===== config.mk =====
export PLATFORM = sky130hd
export DESIGN_NAME = rect_fill_write_generator
export DESIGN_NICKNAME = d
export VERILOG_FILES = /design/src/rtl/rfwg_pkg.sv /design/src/rtl/rect_fill_write_generator.sv /design/src/rtl/rfwg_front.sv /design/src/rtl/rfwg_queue.sv /design/src/rtl/rfwg_back.sv
export SDC_FILE = /design/constraint.sdc
export NUM_CORES = 1
export LEC_CHECK = 0
export ABC_AREA = 1
export BUFFER_PORTS_ARGS = -buffer_cell sky130_fd_sc_hd__buf_2
export CAP_MARGIN = 25
export CORE_MARGIN = 2
export CORE_UTILIZATION = 60
export CTS_CLUSTER_SIZE = 14
export DETAILED_ROUTE_END_ITERATION = 10
export PLACE_DENSITY_LB_ADDON = 0.15
export SYNTH_ARGS = -nofsm -noshare
export SYNTH_HDL_FRONTEND = slang
export SYNTH_HIERARCHICAL = 1
export SYNTH_SLANG_ARGS = --single-unit

===== constraint.sdc =====
create_clock -name i_clk -period 13.6 [get_ports i_clk]
set_input_delay 2.04 -clock i_clk [delete_from_list [all_inputs] [get_ports i_clk]]
set_output_delay 2.04 -clock i_clk [all_outputs]
set_load 0.01 [all_outputs]

===== src/rtl/rfwg_pkg.sv =====
// Package for the rectangle fill write generator.
// Holds beat structs, command and status types, register indexes and helpers.
// No dependencies.
`timescale 1ns / 1ps

package rfwg_pkg;

    localparam int DIM_W      = 13;
    localparam int COORD_W    = 12;
    localparam int PITCH_W    = 16;
    localparam int OFS_W      = 28;
    localparam int COLOUR_W   = 32;
    localparam int BYTES_W    = 3;
    localparam int XOFS_W     = 14;
    localparam int Q_DEPTH    = 4;
    localparam int Q_PTR_W    = 2;
    localparam int Q_CNT_W    = 3;
    localparam int CFG_IDX_W  = 3;
    localparam int CFG_DATA_W = 16;

    localparam logic [DIM_W-1:0] MAX_DIM = 13'd4096;

    typedef enum logic [CFG_IDX_W-1:0] {
        CFG_SCREEN_WIDTH  = 3'd0,
        CFG_SCREEN_HEIGHT = 3'd1,
        CFG_LINE_PITCH    = 3'd2,
        CFG_DEPTH_MODE    = 3'd3,
        CFG_FB_ENABLED    = 3'd4
    } t_cfg_idx;

    typedef enum logic [1:0] {
        DEPTH_NONE = 2'd0,
        DEPTH_16   = 2'd1,
        DEPTH_24   = 2'd2,
        DEPTH_32   = 2'd3
    } t_depth;

    typedef enum logic {
        ACT_START = 1'b0,
        ACT_TICK  = 1'b1
    } t_action;

    typedef struct packed {
        logic                  action;
        logic [COORD_W-1:0]    rect_x;
        logic [COORD_W-1:0]    rect_y;
        logic [DIM_W-1:0]      rect_w;
        logic [DIM_W-1:0]      rect_h;
        logic [COLOUR_W-1:0]   fill_value;
    } t_in_item;

    typedef struct packed {
        logic [OFS_W-1:0]      write_offset;
        logic [COLOUR_W-1:0]   write_data;
        logic [BYTES_W-1:0]    byte_count;
        logic                  last_write;
    } t_out_item;

    typedef struct packed {
        logic [DIM_W-1:0]      screen_width;
        logic [DIM_W-1:0]      screen_height;
        logic [PITCH_W-1:0]    line_pitch;
        t_depth                depth_mode;
        logic                  fb_enabled;
    } t_cfg;

    // Classified command passed from the front end to the walker
    typedef struct packed {
        t_action               kind;
        logic [OFS_W-1:0]      line_offset;
        logic [DIM_W-1:0]      clipped_w;
        logic [DIM_W-1:0]      clipped_h;
        logic [COLOUR_W-1:0]   colour;
        logic [BYTES_W-1:0]    bytes;
        logic [PITCH_W-1:0]    pitch;
    } t_cmd;

    typedef struct packed {
        logic                  empty;
        logic                  full;
        logic [Q_CNT_W-1:0]    count;
    } t_q_status;

    typedef struct packed {
        logic                  busy;
        logic [DIM_W-1:0]      row;
        logic [DIM_W-1:0]      col;
        logic [DIM_W-1:0]      clipped_w;
        logic [DIM_W-1:0]      clipped_h;
        logic [OFS_W-1:0]      line_offset;
        logic [OFS_W-1:0]      pixel_offset;
    } t_back_status;

    function automatic logic [DIM_W-1:0] limit_dim(input logic [DIM_W-1:0] v);
        return (v > MAX_DIM) ? MAX_DIM : v;
    endfunction

endpackage


===== src/rtl/rect_fill_write_generator.sv =====
// Top level of the rectangle fill write generator.
// Holds the configuration registers and joins front end, queue and walker.
// Depends on rfwg_pkg, rfwg_front, rfwg_queue, rfwg_back.
`timescale 1ns / 1ps

// Takes one input beat per clock while o_in_stall is low and gives one
// pixel write beat per clock while i_out_stall is low. A start beat (action
// 0) is checked against the current configuration in the front end: it is
// dropped if the frame buffer is disabled, the depth mode is none, the
// width or height is zero or the origin is off-screen. Otherwise width and
// height are clipped to the screen (each screen dimension capped at 4096),
// the start offset y*pitch + x*bytes is formed by a multiply before the
// front-end register and an add after it, and the command joins a
// four-deep queue. The walker takes one command a cycle from the queue
// head unless a tick meets a stalled output; a tick (action 1) while a
// rectangle is open yields one write into the output register, in
// row-major order, with last_write on the final pixel. Ticks while idle and
// starts while busy give nothing. A tick passes the front-end register and
// the queue before its write is registered. Configuration is sampled as
// each start is accepted, so write it only while the block is idle.
module rect_fill_write_generator (
    input  logic                              i_clk,
    input  logic                              i_rst_n,
    input  logic                              i_in_valid,
    input  rfwg_pkg::t_in_item                i_in_item,
    output logic                              o_in_stall,
    output logic                              o_out_valid,
    output rfwg_pkg::t_out_item               o_out_item,
    input  logic                              i_out_stall,
    input  logic                              i_cfg_we,
    input  logic [rfwg_pkg::CFG_IDX_W-1:0]    i_cfg_index,
    input  logic [rfwg_pkg::CFG_DATA_W-1:0]   i_cfg_data
);

    rfwg_pkg::t_cfg         r_cfg;
    logic                   push;
    rfwg_pkg::t_cmd         push_cmd;
    logic                   pop;
    rfwg_pkg::t_cmd         head;
    rfwg_pkg::t_q_status    q_status;
    rfwg_pkg::t_back_status back_status;

    // Configuration writes: decode the index, drop anything beyond the list
    always_ff @(posedge i_clk) begin
        if (!i_rst_n) begin
            r_cfg <= '0;
        end else if (i_cfg_we) begin
            unique case (rfwg_pkg::t_cfg_idx'(i_cfg_index))
                rfwg_pkg::CFG_SCREEN_WIDTH: begin
                    r_cfg.screen_width <= i_cfg_data[rfwg_pkg::DIM_W-1:0];
                end
                rfwg_pkg::CFG_SCREEN_HEIGHT: begin
                    r_cfg.screen_height <= i_cfg_data[rfwg_pkg::DIM_W-1:0];
                end
                rfwg_pkg::CFG_LINE_PITCH: begin
                    r_cfg.line_pitch <= i_cfg_data;
                end
                rfwg_pkg::CFG_DEPTH_MODE: begin
                    r_cfg.depth_mode <= rfwg_pkg::t_depth'(i_cfg_data[1:0]);
                end
                rfwg_pkg::CFG_FB_ENABLED: begin
                    r_cfg.fb_enabled <= i_cfg_data[0];
                end
                default: begin
                end
            endcase
        end
    end

    // Front end: classify and hold one command for the queue
    rfwg_front u_front (
        .i_clk      (i_clk),
        .i_rst_n    (i_rst_n),
        .i_in_valid (i_in_valid),
        .i_in_item  (i_in_item),
        .i_cfg      (r_cfg),
        .i_q_full   (q_status.full),
        .o_in_stall (o_in_stall),
        .o_push     (push),
        .o_push_cmd (push_cmd)
    );

    // Queue lets the front keep accepting while the output side is stalled
    rfwg_queue u_queue (
        .i_clk      (i_clk),
        .i_rst_n    (i_rst_n),
        .i_push     (push),
        .i_push_cmd (push_cmd),
        .i_pop      (pop),
        .o_head     (head),
        .o_status   (q_status)
    );

    // Walker: advance through the rectangle, one write per tick
    rfwg_back u_back (
        .i_clk       (i_clk),
        .i_rst_n     (i_rst_n),
        .i_head      (head),
        .i_q_empty   (q_status.empty),
        .i_out_stall (i_out_stall),
        .o_pop       (pop),
        .o_out_valid (o_out_valid),
        .o_out_item  (o_out_item),
        .o_status    (back_status)
    );

    // Walk position stays inside the clipped rectangle
    a_walk_in_range: assert property (@(posedge i_clk) disable iff (!i_rst_n)
        back_status.busy |-> (back_status.col < back_status.clipped_w)
                          && (back_status.row < back_status.clipped_h))
        else $error("walker position outside clipped rectangle");

    // First pixel of a row sits at the row's line offset
    a_row_start_offset: assert property (@(posedge i_clk) disable iff (!i_rst_n)
        (back_status.busy && (back_status.col == '0))
            |-> (back_status.pixel_offset == back_status.line_offset))
        else $error("pixel offset differs from line offset at row start");

    // Input is held off only when the queue is full
    a_stall_means_full: assert property (@(posedge i_clk) disable iff (!i_rst_n)
        o_in_stall |-> (q_status.count == rfwg_pkg::Q_CNT_W'(rfwg_pkg::Q_DEPTH)))
        else $error("input stalled with room in the queue");

    // Queue occupancy never passes its depth
    a_queue_bound: assert property (@(posedge i_clk) disable iff (!i_rst_n)
        q_status.count <= rfwg_pkg::Q_CNT_W'(rfwg_pkg::Q_DEPTH))
        else $error("queue count beyond depth");

endmodule


===== src/rtl/rfwg_front.sv =====
// Front end: accepts input beats, checks and clips start commands.
// Drops rejected starts; registers the classified command for the queue.
// Depends on rfwg_pkg.
`timescale 1ns / 1ps

module rfwg_front (
    input  logic               i_clk,
    input  logic               i_rst_n,
    input  logic               i_in_valid,
    input  rfwg_pkg::t_in_item i_in_item,
    input  rfwg_pkg::t_cfg     i_cfg,
    input  logic               i_q_full,
    output logic               o_in_stall,
    output logic               o_push,
    output rfwg_pkg::t_cmd     o_push_cmd
);

    logic [rfwg_pkg::DIM_W-1:0]    sw;
    logic [rfwg_pkg::DIM_W-1:0]    sh;
    logic [rfwg_pkg::DIM_W:0]      x_end;
    logic [rfwg_pkg::DIM_W:0]      y_end;
    logic                          start_ok;
    logic                          keep;
    logic                          accept;
    logic [rfwg_pkg::DIM_W-1:0]    cw;
    logic [rfwg_pkg::DIM_W-1:0]    ch;
    logic [rfwg_pkg::BYTES_W-1:0]  bytes;
    logic [rfwg_pkg::COLOUR_W-1:0] colour;
    logic [rfwg_pkg::OFS_W-1:0]    prod_y;
    logic [rfwg_pkg::XOFS_W-1:0]   prod_x;

    logic                          r_valid;
    logic                          n_valid;
    rfwg_pkg::t_action             r_kind;
    logic [rfwg_pkg::OFS_W-1:0]    r_prod_y;
    logic [rfwg_pkg::XOFS_W-1:0]   r_prod_x;
    logic [rfwg_pkg::DIM_W-1:0]    r_cw;
    logic [rfwg_pkg::DIM_W-1:0]    r_ch;
    logic [rfwg_pkg::COLOUR_W-1:0] r_colour;
    logic [rfwg_pkg::BYTES_W-1:0]  r_bytes;
    logic [rfwg_pkg::PITCH_W-1:0]  r_pitch;

    always_comb begin
        sw    = rfwg_pkg::limit_dim(i_cfg.screen_width);
        sh    = rfwg_pkg::limit_dim(i_cfg.screen_height);
        x_end = {2'b00, i_in_item.rect_x} + {1'b0, i_in_item.rect_w};
        y_end = {2'b00, i_in_item.rect_y} + {1'b0, i_in_item.rect_h};
        start_ok = i_cfg.fb_enabled
                   && (i_in_item.rect_w != '0) && (i_in_item.rect_h != '0)
                   && (i_cfg.depth_mode != rfwg_pkg::DEPTH_NONE)
                   && ({1'b0, i_in_item.rect_x} < sw)
                   && ({1'b0, i_in_item.rect_y} < sh);
        cw = (x_end > {1'b0, sw}) ? (sw - {1'b0, i_in_item.rect_x}) : i_in_item.rect_w;
        ch = (y_end > {1'b0, sh}) ? (sh - {1'b0, i_in_item.rect_y}) : i_in_item.rect_h;
        bytes = {1'b0, i_cfg.depth_mode} + 3'd1;
        unique case (i_cfg.depth_mode)
            rfwg_pkg::DEPTH_16: colour = {16'h0000, i_in_item.fill_value[15:0]};
            rfwg_pkg::DEPTH_24: colour = {8'h00, i_in_item.fill_value[23:0]};
            default:            colour = i_in_item.fill_value;
        endcase
        prod_y = {{(rfwg_pkg::OFS_W-rfwg_pkg::COORD_W){1'b0}}, i_in_item.rect_y}
                 * {{(rfwg_pkg::OFS_W-rfwg_pkg::PITCH_W){1'b0}}, i_cfg.line_pitch};
        prod_x = {2'b00, i_in_item.rect_x}
                 * {{(rfwg_pkg::XOFS_W-rfwg_pkg::BYTES_W){1'b0}}, bytes};
        keep   = (i_in_item.action == rfwg_pkg::ACT_TICK) || start_ok;
    end

    assign o_in_stall = r_valid && i_q_full;
    assign accept     = i_in_valid && !o_in_stall;
    assign o_push     = r_valid && !i_q_full;

    always_comb begin
        n_valid = r_valid;
        if (accept) begin
            n_valid = keep;
        end else if (o_push) begin
            n_valid = 1'b0;
        end
    end

    always_ff @(posedge i_clk) begin
        if (!i_rst_n) begin
            r_valid <= 1'b0;
        end else begin
            r_valid <= n_valid;
        end
    end

    always_ff @(posedge i_clk) begin
        if (accept) begin
            r_kind   <= rfwg_pkg::t_action'(i_in_item.action);
            r_prod_y <= prod_y;
            r_prod_x <= prod_x;
            r_cw     <= cw;
            r_ch     <= ch;
            r_colour <= colour;
            r_bytes  <= bytes;
            r_pitch  <= i_cfg.line_pitch;
        end
    end

    always_comb begin
        o_push_cmd.kind        = r_kind;
        o_push_cmd.line_offset = r_prod_y
                                 + {{(rfwg_pkg::OFS_W-rfwg_pkg::XOFS_W){1'b0}}, r_prod_x};
        o_push_cmd.clipped_w   = r_cw;
        o_push_cmd.clipped_h   = r_ch;
        o_push_cmd.colour      = r_colour;
        o_push_cmd.bytes       = r_bytes;
        o_push_cmd.pitch       = r_pitch;
    end

endmodule


===== src/rtl/rfwg_queue.sv =====
// Short command queue between the front end and the walker.
// Depends on rfwg_pkg.
`timescale 1ns / 1ps

module rfwg_queue (
    input  logic                i_clk,
    input  logic                i_rst_n,
    input  logic                i_push,
    input  rfwg_pkg::t_cmd      i_push_cmd,
    input  logic                i_pop,
    output rfwg_pkg::t_cmd      o_head,
    output rfwg_pkg::t_q_status o_status
);

    rfwg_pkg::t_cmd                r_mem [rfwg_pkg::Q_DEPTH];
    logic [rfwg_pkg::Q_PTR_W-1:0]  r_wr_ptr;
    logic [rfwg_pkg::Q_PTR_W-1:0]  r_rd_ptr;
    logic [rfwg_pkg::Q_CNT_W-1:0]  r_count;
    logic [rfwg_pkg::Q_CNT_W-1:0]  n_count;

    assign o_head         = r_mem[r_rd_ptr];
    assign o_status.empty = (r_count == '0);
    assign o_status.full  = (r_count == rfwg_pkg::Q_CNT_W'(rfwg_pkg::Q_DEPTH));
    assign o_status.count = r_count;

    always_comb begin
        n_count = r_count;
        if (i_push && !i_pop) begin
            n_count = r_count + 1'b1;
        end else if (!i_push && i_pop) begin
            n_count = r_count - 1'b1;
        end
    end

    always_ff @(posedge i_clk) begin
        if (!i_rst_n) begin
            r_wr_ptr <= '0;
            r_rd_ptr <= '0;
            r_count  <= '0;
        end else begin
            if (i_push) begin
                r_wr_ptr <= r_wr_ptr + 1'b1;
            end
            if (i_pop) begin
                r_rd_ptr <= r_rd_ptr + 1'b1;
            end
            r_count <= n_count;
        end
    end

    always_ff @(posedge i_clk) begin
        if (i_push) begin
            r_mem[r_wr_ptr] <= i_push_cmd;
        end
    end

endmodule


===== src/rtl/rfwg_back.sv =====
// Back end: walks the latched rectangle and issues one pixel write per tick.
// Holds the output register. Depends on rfwg_pkg.
`timescale 1ns / 1ps

module rfwg_back (
    input  logic                   i_clk,
    input  logic                   i_rst_n,
    input  rfwg_pkg::t_cmd         i_head,
    input  logic                   i_q_empty,
    input  logic                   i_out_stall,
    output logic                   o_pop,
    output logic                   o_out_valid,
    output rfwg_pkg::t_out_item    o_out_item,
    output rfwg_pkg::t_back_status o_status
);

    logic                          r_busy;
    logic                          n_busy;
    logic                          r_out_valid;
    logic                          n_out_valid;
    rfwg_pkg::t_out_item           r_out;
    rfwg_pkg::t_out_item           n_out;
    logic [rfwg_pkg::DIM_W-1:0]    r_row,  n_row;
    logic [rfwg_pkg::DIM_W-1:0]    r_col,  n_col;
    logic [rfwg_pkg::DIM_W-1:0]    r_cw,   n_cw;
    logic [rfwg_pkg::DIM_W-1:0]    r_ch,   n_ch;
    logic [rfwg_pkg::OFS_W-1:0]    r_line, n_line;
    logic [rfwg_pkg::OFS_W-1:0]    r_pix,  n_pix;
    logic [rfwg_pkg::COLOUR_W-1:0] r_colour, n_colour;
    logic [rfwg_pkg::BYTES_W-1:0]  r_bytes,  n_bytes;
    logic [rfwg_pkg::PITCH_W-1:0]  r_pitch,  n_pitch;

    logic out_free;
    logic row_end;
    logic last;

    assign out_free = !r_out_valid || !i_out_stall;
    assign o_pop    = !i_q_empty
                      && ((i_head.kind == rfwg_pkg::ACT_START) || !r_busy || out_free);
    assign row_end  = ({1'b0, r_col} + 1'b1) >= {1'b0, r_cw};
    assign last     = row_end && (({1'b0, r_row} + 1'b1) >= {1'b0, r_ch});

    always_comb begin
        n_busy      = r_busy;
        n_out_valid = r_out_valid && i_out_stall;
        n_out       = r_out;
        n_row       = r_row;
        n_col       = r_col;
        n_cw        = r_cw;
        n_ch        = r_ch;
        n_line      = r_line;
        n_pix       = r_pix;
        n_colour    = r_colour;
        n_bytes     = r_bytes;
        n_pitch     = r_pitch;
        if (o_pop) begin
            if (i_head.kind == rfwg_pkg::ACT_START) begin
                // a start while busy has no effect
                if (!r_busy) begin
                    n_busy   = 1'b1;
                    n_row    = '0;
                    n_col    = '0;
                    n_cw     = i_head.clipped_w;
                    n_ch     = i_head.clipped_h;
                    n_line   = i_head.line_offset;
                    n_pix    = i_head.line_offset;
                    n_colour = i_head.colour;
                    n_bytes  = i_head.bytes;
                    n_pitch  = i_head.pitch;
                end
            end else if (r_busy) begin
                n_out_valid        = 1'b1;
                n_out.write_offset = r_pix;
                n_out.write_data   = r_colour;
                n_out.byte_count   = r_bytes;
                n_out.last_write   = last;
                priority if (last) begin
                    n_busy = 1'b0;
                end else if (row_end) begin
                    n_col  = '0;
                    n_row  = r_row + 1'b1;
                    n_line = r_line
                             + {{(rfwg_pkg::OFS_W-rfwg_pkg::PITCH_W){1'b0}}, r_pitch};
                    n_pix  = n_line;
                end else begin
                    n_col = r_col + 1'b1;
                    n_pix = r_pix
                            + {{(rfwg_pkg::OFS_W-rfwg_pkg::BYTES_W){1'b0}}, r_bytes};
                end
            end
        end
    end

    always_ff @(posedge i_clk) begin
        if (!i_rst_n) begin
            r_busy      <= 1'b0;
            r_out_valid <= 1'b0;
        end else begin
            r_busy      <= n_busy;
            r_out_valid <= n_out_valid;
        end
    end

    always_ff @(posedge i_clk) begin
        r_out    <= n_out;
        r_row    <= n_row;
        r_col    <= n_col;
        r_cw     <= n_cw;
        r_ch     <= n_ch;
        r_line   <= n_line;
        r_pix    <= n_pix;
        r_colour <= n_colour;
        r_bytes  <= n_bytes;
        r_pitch  <= n_pitch;
    end

    assign o_out_valid           = r_out_valid;
    assign o_out_item            = r_out;
    assign o_status.busy         = r_busy;
    assign o_status.row          = r_row;
    assign o_status.col          = r_col;
    assign o_status.clipped_w    = r_cw;
    assign o_status.clipped_h    = r_ch;
    assign o_status.line_offset  = r_line;
    assign o_status.pixel_offset = r_pix;

endmodule

### Word level (Yosys, flattened, before mapping)

Memory sizes are Yosys's and may differ from the RTL's. A register that Yosys moved wholly into a read port is not among the register bits.
Index checks and enable logic that the tools add are counted.

* bits in registers: 398
* output and inout port bits: 66
* logic and storage cells: 150
* memory bits (writable): 424
* memories kept: 1
* input bits: 107

* $lt $le $gt $ge: 8
* equality and inequality tests: 11
* $add $sub $neg: 16
* mux-type cells: 37
* reductions and logical operators: 41
* multipliers: 2
* bitwise gates (word level): 2

Memory list
* u_queue.r_mem: depth 4, width 106, rd ports 1, clocked after Yosys merged registers in 1, write ports 1, RTL line rfwg_queue.sv:15 `rfwg_pkg::t_cmd r_mem [rfwg_pkg::Q_DEPTH];`

Operators with widths (count)
* 28-bit 2-to-1 mux: 9
* 13-bit 2-to-1 mux: 13
* 32-bit case mux with 2 select lines: 1
* 12-bit by 13-bit adder with 14-bit output: 2
* 13-bit by 1-bit adder with 14-bit output (second input constant): 2
* 28-bit by 14-bit adder with 28-bit output: 1
* 28-bit by 16-bit adder with 28-bit output: 1
* 28-bit by 3-bit adder with 28-bit output: 1
* 14-bit by 13-bit >= comparator with 1-bit output: 2
* 14-bit by 13-bit > comparator with 1-bit output: 2
* 12-bit by 16-bit multiplier with 28-bit output: 1
* 13-bit by 1-bit adder with 13-bit output (second input constant): 2
* 13-bit > comparator (second input constant): 2
* 12-bit by 13-bit < comparator with 1-bit output: 2
* 13-bit nonzero test: 2
* 13-bit by 12-bit subtractor with 13-bit output: 2
* 12-bit by 3-bit multiplier with 14-bit output: 1
* 1-bit logical AND: 13
* 1-bit 2-to-1 mux: 10
* 2-bit AND reduction: 5
* 1-bit zero test: 8
* 3-bit by 2-bit equality test with 1-bit output (second input constant): 2
* 3-bit equality test (second input constant): 2
* 3-bit zero test: 2
* other kinds (17): 29

### Longest topological paths before layout

Gate-level depths: netlist of the first run.

* depth after elaboration: 8
* depth in mapped cells: 25

### Hierarchy

Netlist of the first run, hierarchy kept.

Modules (own cells, without submodules)
* rfwg_queue: times used 1, cells each 1082, seq. area each 12912.4 µm², area each 16116.7 µm²
* rfwg_front: times used 1, cells each 2014, seq. area each 3623.5 µm², area each 16024.1 µm²
* rfwg_back: times used 1, cells each 1153, seq. area each 6736.5 µm², area each 11385.9 µm²
* rect_fill_write_generator: times used 1, cells each 276, seq. area each 900.9 µm², area each 1894.3 µm²

### Worst setup path after synthesis of the first run

OpenSTA, ideal clock, no wires.

* path type: input to register
* from: input port i_in_valid
* to: register u_front/r_bytes[0] (netlist bit), enable pin
* data arrival time: 7.024 ns
* setup time: 0.600 ns
* setup slack: 5.976 ns
* data required time: 13.000 ns
* stages on the path: 2
* path through: inv_1 nor2_1

* cells in the longest elaborated chain, start to end: 1

Ends and longest elaborated chain
* start, declared: RTL line rect_fill_write_generator.sv:24 `input logic i_in_valid,`
* 1-bit logical AND: RTL line rfwg_front.sv:69 `assign accept = i_in_valid && !o_in_stall;`
* net u_front.accept: RTL line rfwg_front.sv:24 `logic accept;`
* end signal, assigned: RTL line rfwg_front.sv:97 `r_bytes <= bytes;`
* end, declared: RTL line rfwg_front.sv:40 `logic [rfwg_pkg::BYTES_W-1:0] r_bytes;`

The timed path passes the listed nets, and every way through them passes these cells.
A chain may end at the register's enable or synchronous reset.

### Final worst setup path of the first run

* from: input port i_in_item[64] (netlist bit)
* to: register u_front/r_prod_y[20] (netlist bit) (data pin)

* cells in the longest elaborated chain, start to end: 1

Ends and longest elaborated chain
* start, declared: RTL line rect_fill_write_generator.sv:25 `input rfwg_pkg::t_in_item i_in_item,`
* 12-bit by 16-bit multiplier with 28-bit output: RTL line rfwg_front.sv:62 `* {{(rfwg_pkg::OFS_W-rfwg_pkg::PITCH_W){1'b0}}, i_cfg.line_pitch};`
* net u_front.prod_y, one bit: RTL line rfwg_front.sv:29 `logic [rfwg_pkg::OFS_W-1:0] prod_y;`
* end signal, assigned: RTL line rfwg_front.sv:92 `r_prod_y <= prod_y;`
* end, declared: RTL line rfwg_front.sv:35 `logic [rfwg_pkg::OFS_W-1:0] r_prod_y;`

The timed path passes the listed nets, and every way through them passes these cells.

==> key figures, run 1 <==
Floorplanning
  – Initial core utilization: just over 60%
  – Rows: 100
  – Die W: 279 um
  – Die ar.: between 70,000 and 80,000 um2
  – Die Ht: 279 um
  – I/O Pins: roughly 170
  – Core area: roughly 75,000 um2

CTS
  – Max Root-Sink Buffers: 3
  – H-tree levels: 3
  – Clk root buf: clkbuf_16
  – TritonCTS sink count: about 820
  – Clk slew on worst S/H paths: around 60 ps
  – Setup Fix Bufs, Post-CTS: 0
  – CTS Hold Bufs: 0
  – CTS tree: done
  – Post-CTS Resized: 0
  – TritonCTS Buffers: 84
  – Clk_lat worst skew: about 650 ps

Global route
  – Vias in the first global route: between 30,000 and 40,000
  – Overall routing resource usage: around 28%
  – First-pass GRT wire length: approximately 170,000 um
  – Initial antenna violation count: 0
  – Largest net degree at the start of global routing: 86
  – GR Overflow Total: 0

Critical path
  – Number of buffer and inverter stages on the critical path: 4
  – Worst path arrival time: 6570 ps
  – CP top delay family: adder cells
  – Reg2reg path depth: 16
  – Worst setup EP type: register
  – Setup crit start kind: input pin
  – Worst-path cell chain: buf_2 -> nand2_1 -> fa_1 -> inv_1 -> fa_1 -> fa_1 -> fa_1 -> inv_1 -> fa_1 -> inv_1 -> ha_1 -> a21oi_1 -> o21ai_0 -> o21bai_1 -> a21oi_1 -> o21ai_1 -> xor2_1
  – Slowest cell on the critical path: fa_1
  – Max incr delay on CP: around 570 ps
  – Slack of the worst reg-to-reg path: ~8300 ps
  – Setup CP Type: input pin to register
  – Worst path most repeated cell: fa_1
  – Critical Path RT: ~14,000 ps
  – CP max FO: 18
  – CP Depth: 17

Timing
  – Clock Skews: around 48 ps
  – RSZ-0062 raised after global routing: no
  – Fin. Hold Viols: 0
  – Max Slew Vio Count: 0
  – Tmin final: between 6000 and 7000 ps
  – Final setup TNS: 0 ps
  – Fin crit share: 45.6%
  – Upper clock frequency limit: approximately 160 MHz
  – Slew @ Worst Pin: ~1000 ps
  – Normalized max-slew margin: between 30% and 40%
  – Final Setup Violations: 0

Outcome
  – Status: completed

Synth
  – Syn_nets: ~5,000
  – Syn Inst Count: roughly 4,500
  – Mapped cell area: between 40,000 and 50,000 um2
  – Synth warnings: 6
  – Synth Area per Inst: between 10 and 15 um2

Route
  – Routed via count: 31,800
  – Residual DRC count: 0
  – Remaining antenna violation count: 0
  – Initial DRC count: ~2,800
  – DR vias/cell: between 5 and 6
  – Final WL: about 110,000 um
  – Wire per inst: roughly 19 um
  – Pre-Repair DR Iteration Count: 6

Final layout
  – Layout area overhead: 9.31%
  – Design Area, Final: roughly 50,000 um2
  – Final nets: a little over 5,000
  – Layout cells sized above 1: between 8 and 9%
  – ANT cells: 0
  – Final design utilization: about two thirds

Pwr
  – P_leak: between 20 and 25 nW
  – Max rail drop VDD: between 0.15 and 0.2 mV
  – PD cells: approximately 190 nW/um2

Placement
  – DP Wirelength: ~74,000 um
  – GP Congestion: 0.953
  – Placed cell areas: around 47,000 um2
  – # port buffers: between 150 and 200

Worst hold path
  – WHS Path Cells: 0
  – Hold/Removal Path Class: register to register

Job
  – Max Cap Viol: 0
placed cells by master (no fill, tap or decap), types with 6 or more instances in the layout:
master and instances:
nand2_1 899, edfxtp_1 767, inv_1 637, nor2_1 511
ha_1 224, o21ai_0 203, nand3_1 198, buf_2 172
fa_1 159, a21oi_1 117, o22ai_1 105, o21ai_1 100
xor2_1 93, clkbuf_16 84, dfxtp_1 55, xnor2_1 44
nand4_1 38, nor3_1 32, nor2_2 23, clkbuf_1 23
buf_4 21, inv_2 17, clkinv_1 13, nand3_2 13
a21o_1 13, clkinv_2 12, o21bai_1 12, nand3b_1 12
nor2_4 10, nor4_1 10, nand2_2 8, a31oi_1 7
bufinv_16 6
worst paths after layout:
| check | start | endpoint |
|---|---|---|
| hold reg to reg | u_back/r_colour[27]$_DFFE_PP_ | u_back/o_out_item[31]$_DFFE_PP_ |
| hold / removal | u_back/r_colour[27]$_DFFE_PP_ | u_back/o_out_item[31]$_DFFE_PP_ |
| setup reg to reg | r_cfg[12]$_SDFFE_PN0P_ | u_front/r_prod_y[20]$_DFFE_PP_ |
| setup / recovery | i_in_item[64] | u_front/r_prod_y[20]$_DFFE_PP_ |
sequential cells by signal, summed over array words and instances (netlist names), 14 cells and up, named ones only:
register and count:
u_front/r_colour 32, u_front/r_prod_x 14, u_back/r_line 28, u_back/r_pix 28, u_back/o_out_item 64, u_front/r_prod_y 28
u_back/r_pitch 16, u_back/r_colour 32, u_queue/r_mem 424, r_cfg 45, u_front/r_pitch 16
where the power goes:
group | internal (mW) | switching, mW | total, mW
registers | 3.51 | 0.296 | 3.81
logic | 0.945 | 2.22 | 3.17
clock network | 1.30 | 0.968 | 2.27
total | 5.75 | 3.49 | 9.24
per-layer routing:
metal,vias to the layer above,wire length (um),GRT usage (%),part of all wire (%)
li1,15300,-,-,-
met1,15400,45300,37.3,42
met2,1047,52500,47.9,49
met3,157,6370,2.86,5.9
met4,0,3150,9.36,2.9
met5,-,0,0,0
final cells by class:
class,instances,area [um2]
fillers,5809,25100
flip-flops and latches,824,24200
multi-input cells,2888,18000
inverters,662,2500
clock buffers,113,2260
well taps,969,1210
repair buffers,194,1040
clock inverters,43,488
per-stage QoR:
stage / setup slack (ps) / power, mW / std cells / hold WS (ps)
after floorplan: 5980 / 6.05 / 4524 / 400
after global routing: 7110 / 9.78 / 5693 / 422
after detailed placement: 6790 / 6.98 / 5537 / 405
after global placement: 6870 / 6.91 / 5536 / 400
after CTS: 7450 / 9.26 / 5693 / 419
final: 7400 / 9.24 / 5693 / 418
Power figures use the tool's default switching activity.
==> inputs of run 2 (changes only) <==
==> constraint.sdc (replaced) <==
create_clock -name i_clk -period 6.2 [get_ports i_clk]
set_input_delay 0.93 -clock i_clk [delete_from_list [all_inputs] [get_ports i_clk]]
set_output_delay 0.93 -clock i_clk [all_outputs]
set_load 0.01 [all_outputs]
==> run 2 against run 1 <==
  * Via count shrank 0.35%
  * Worst setup slack lost 6600 ps
  * Total power up 120%
  * Clock-buffer cell count fell by 3
  * Sequential power up 120%
  * Die area unchanged
  * Core utilization is 0.16 points higher
  * Final cell count increased by 0.25%
  * Critical path depth fell by 1
  * Cell area up 0.24%
  * Critical endpoint is now u_front/r_prod_y[21]$_DFFE_PP_
==> key figures, run 2 (synthesized netlist as in run 1, its figures left out) <==
Worst hold path
  – WHS Path Cells: 0
  – Hold Path End: u_back/o_out_item[12]$_DFFE_PP_
  – Hold/Removal Path Class: register to register
  – Hold path startpoint: u_back/r_colour[8]$_DFFE_PP_

CTS
  – TritonCTS Buffers: between 80 and 90
  – Clk root buf: clkbuf_16
  – Post-CTS Resized: 0
  – Clk_lat worst skew: roughly 650 ps
  – TritonCTS sink count: a little over 800
  – CTS Hold Bufs: 0
  – Setup Fix Bufs, Post-CTS: 0
  – Clk slew on worst S/H paths: roughly 60 ps
  – H-tree levels: 3
  – Max Root-Sink Buffers: 3
  – CTS tree: done

Timing
  – Fin crit share: 86.5%
  – Max Slew Vio Count: 0
  – Final Setup Violations: 0
  – Fin. Hold Viols: 0
  – Upper clock frequency limit: around 190 MHz
  – Slew @ Worst Pin: about 1000 ps
  – Worst setup margin: 837 ps
  – Clock Skews: 35.2 ps
  – Worst Hold Margin: between 400 and 500 ps
  – Tmin final: between 5000 and 6000 ps
  – Final setup TNS: 0 ps
  – Normalized max-slew margin: roughly a third
  – RSZ-0062 raised after global routing: no

Route
  – Routed via count: between 30,000 and 40,000
  – Residual DRC count: 0
  – Final WL: around 110,000 um
  – Wire per inst: between 15 and 20 um
  – Remaining antenna violation count: 0
  – DR vias/cell: 5.56
  – Pre-Repair DR Iteration Count: 6
  – Initial DRC count: between 2,000 and 2,500

Critical path
  – Worst-path cell chain: nand2_1 -> fa_1 -> inv_1 -> fa_1 -> fa_1 -> fa_1 -> inv_1 -> fa_1 -> inv_1 -> ha_1 -> nand2_1 -> nor2_1 -> nand2_1 -> o21ai_0 -> a21oi_1 -> xnor2_1
  – Reg2reg path depth: 16
  – RR Startpoint: r_cfg[12]$_SDFFE_PN0P_
  – Slowest cell on the critical path: dfxtp_1
  – Critical Path RT: about 6600 ps
  – Max incr delay on CP: between 800 and 900 ps
  – Number of buffer and inverter stages on the critical path: 3
  – Setup crit start kind: register
  – Worst path most repeated cell: fa_1
  – Setup CP Type: register to register
  – Worst setup EP type: register
  – CP top delay family: adder cells
  – Worst R2R End: u_front/r_prod_y[21]$_DFFE_PP_
  – Worst path arrival time: between 5000 and 6000 ps
  – CP max FO: 14
  – Slack of the worst reg-to-reg path: 840 ps

Final layout
  – Layout area overhead: 9.57%
  – Storage element area: around 24,000 um2
  – Final nets: 5,160
  – Non-Filler Instances: 5,707
  – Area of the multi-input gates: ~18,000 um2
  – Most frequent cells in the layout: nand2_1, edfxtp_1, inv_1
  – Commonest non-fill, non-tap cell in the layout: nand2_1
  – Max reg flops: 424
  – Layout cells sized above 1: 9.14%
  – Largest register by flop count: u_queue/r_mem
  – Fill cells: 5,747

Floorplanning
  – Die ar.: 77,900 um2
  – I/O Pins: 173
  – Die W: about 280 um
  – Core area: 74,700 um2
  – Die Ht: about 280 um
  – Rows: 100
  – Initial core utilization: 60.8%

Pwr
  – PD cells: between 400 and 500 nW/um2
  – P_leak: about 22 nW
  – Max rail drop VDD: around 0.37 mV

Global route
  – Initial antenna violation count: 0
  – GR Overflow Total: 0
  – Overall routing resource usage: between 20 and 30%
  – Largest net degree at the start of global routing: 121
  – First-pass GRT wire length: approximately 170,000 um
  – Vias in the first global route: roughly 31,000

Placement
  – Cells after DPL: between 5,000 and 6,000
  – GP Congestion: 0.992
  – DP Wirelength: 74,500 um
  – Worst slack, placed: around 430 ps
  – # port buffers: roughly 170

Job
  – Max Cap Viol: 0

Outcome
  – Status: completed
-- run 2: cell count changes in the layout (fill, tap and decap cells not counted), sizes merged --
cell	delta
bufinv	+1
buf	+17
inv	-2
clkbuf	-3
diode	+1
-- run 2: report_power, final --
group	switching [mW]	internal, mW	total [mW]
sequential	0.639	7.69	8.33
clock	2.11	2.83	4.95
combinational	4.85	2.09	6.94
total	7.60	12.6	20.2
-- run 2: through the flow --
stage / total power, mW / util (%) / cell area, um2
finish: 20.2 / 66.6 / 49800
global route: 21.4 / 66.6 / 49800
CTS: 20.3 / 66.6 / 49800
detailed placement: 15.3 / 63.0 / 47000
global placement: 15.2 / 63.0 / 47000
floorplan: 13.3 / - / 45400
-- run 2: per-layer routing --
layer  track usage, %  share of wire [%]  wire [um]  up-vias
met5                0                  0          0        -
met4             11.0                4.0       4230        0
met3             3.23                5.6       5980      217
met2             46.6                 48      51000     1026
met1             36.8                 43      45500    15200
li1                 -                  -          -    15300
-- run 2: area by class of cell --
type                            instances  area share [%]
Multi-Input combinational cell       2888            36.1
Clock inverter                         42            1.03
Tap cell                              969            2.44
Timing Repair Buffer                  211            2.37
Clock buffer                          110            4.44
Sequential cell                       824            48.6
Antenna cell                            1         0.00503
Inverter                              662            5.03
-- run 2: worst max-delay path by stage --
stage | startpoint | endpoint | slack, ps | cells past startpoint
floorplan | i_in_item[61] | u_front/r_prod_y[21]$_DFFE_PP_ | 630 | 18
global placement | i_in_item[61] | u_front/r_prod_y[21]$_DFFE_PP_ | 530 | 17
detailed placement | i_in_item[61] | u_front/r_prod_y[21]$_DFFE_PP_ | 430 | 17
CTS | r_cfg[12]$_SDFFE_PN0P_ | u_front/r_prod_y[24]$_DFFE_PP_ | 850 | 18
global route | r_cfg[12]$_SDFFE_PN0P_ | u_front/r_prod_y[21]$_DFFE_PP_ | 580 | 16
finish | r_cfg[12]$_SDFFE_PN0P_ | u_front/r_prod_y[21]$_DFFE_PP_ | 840 | 16
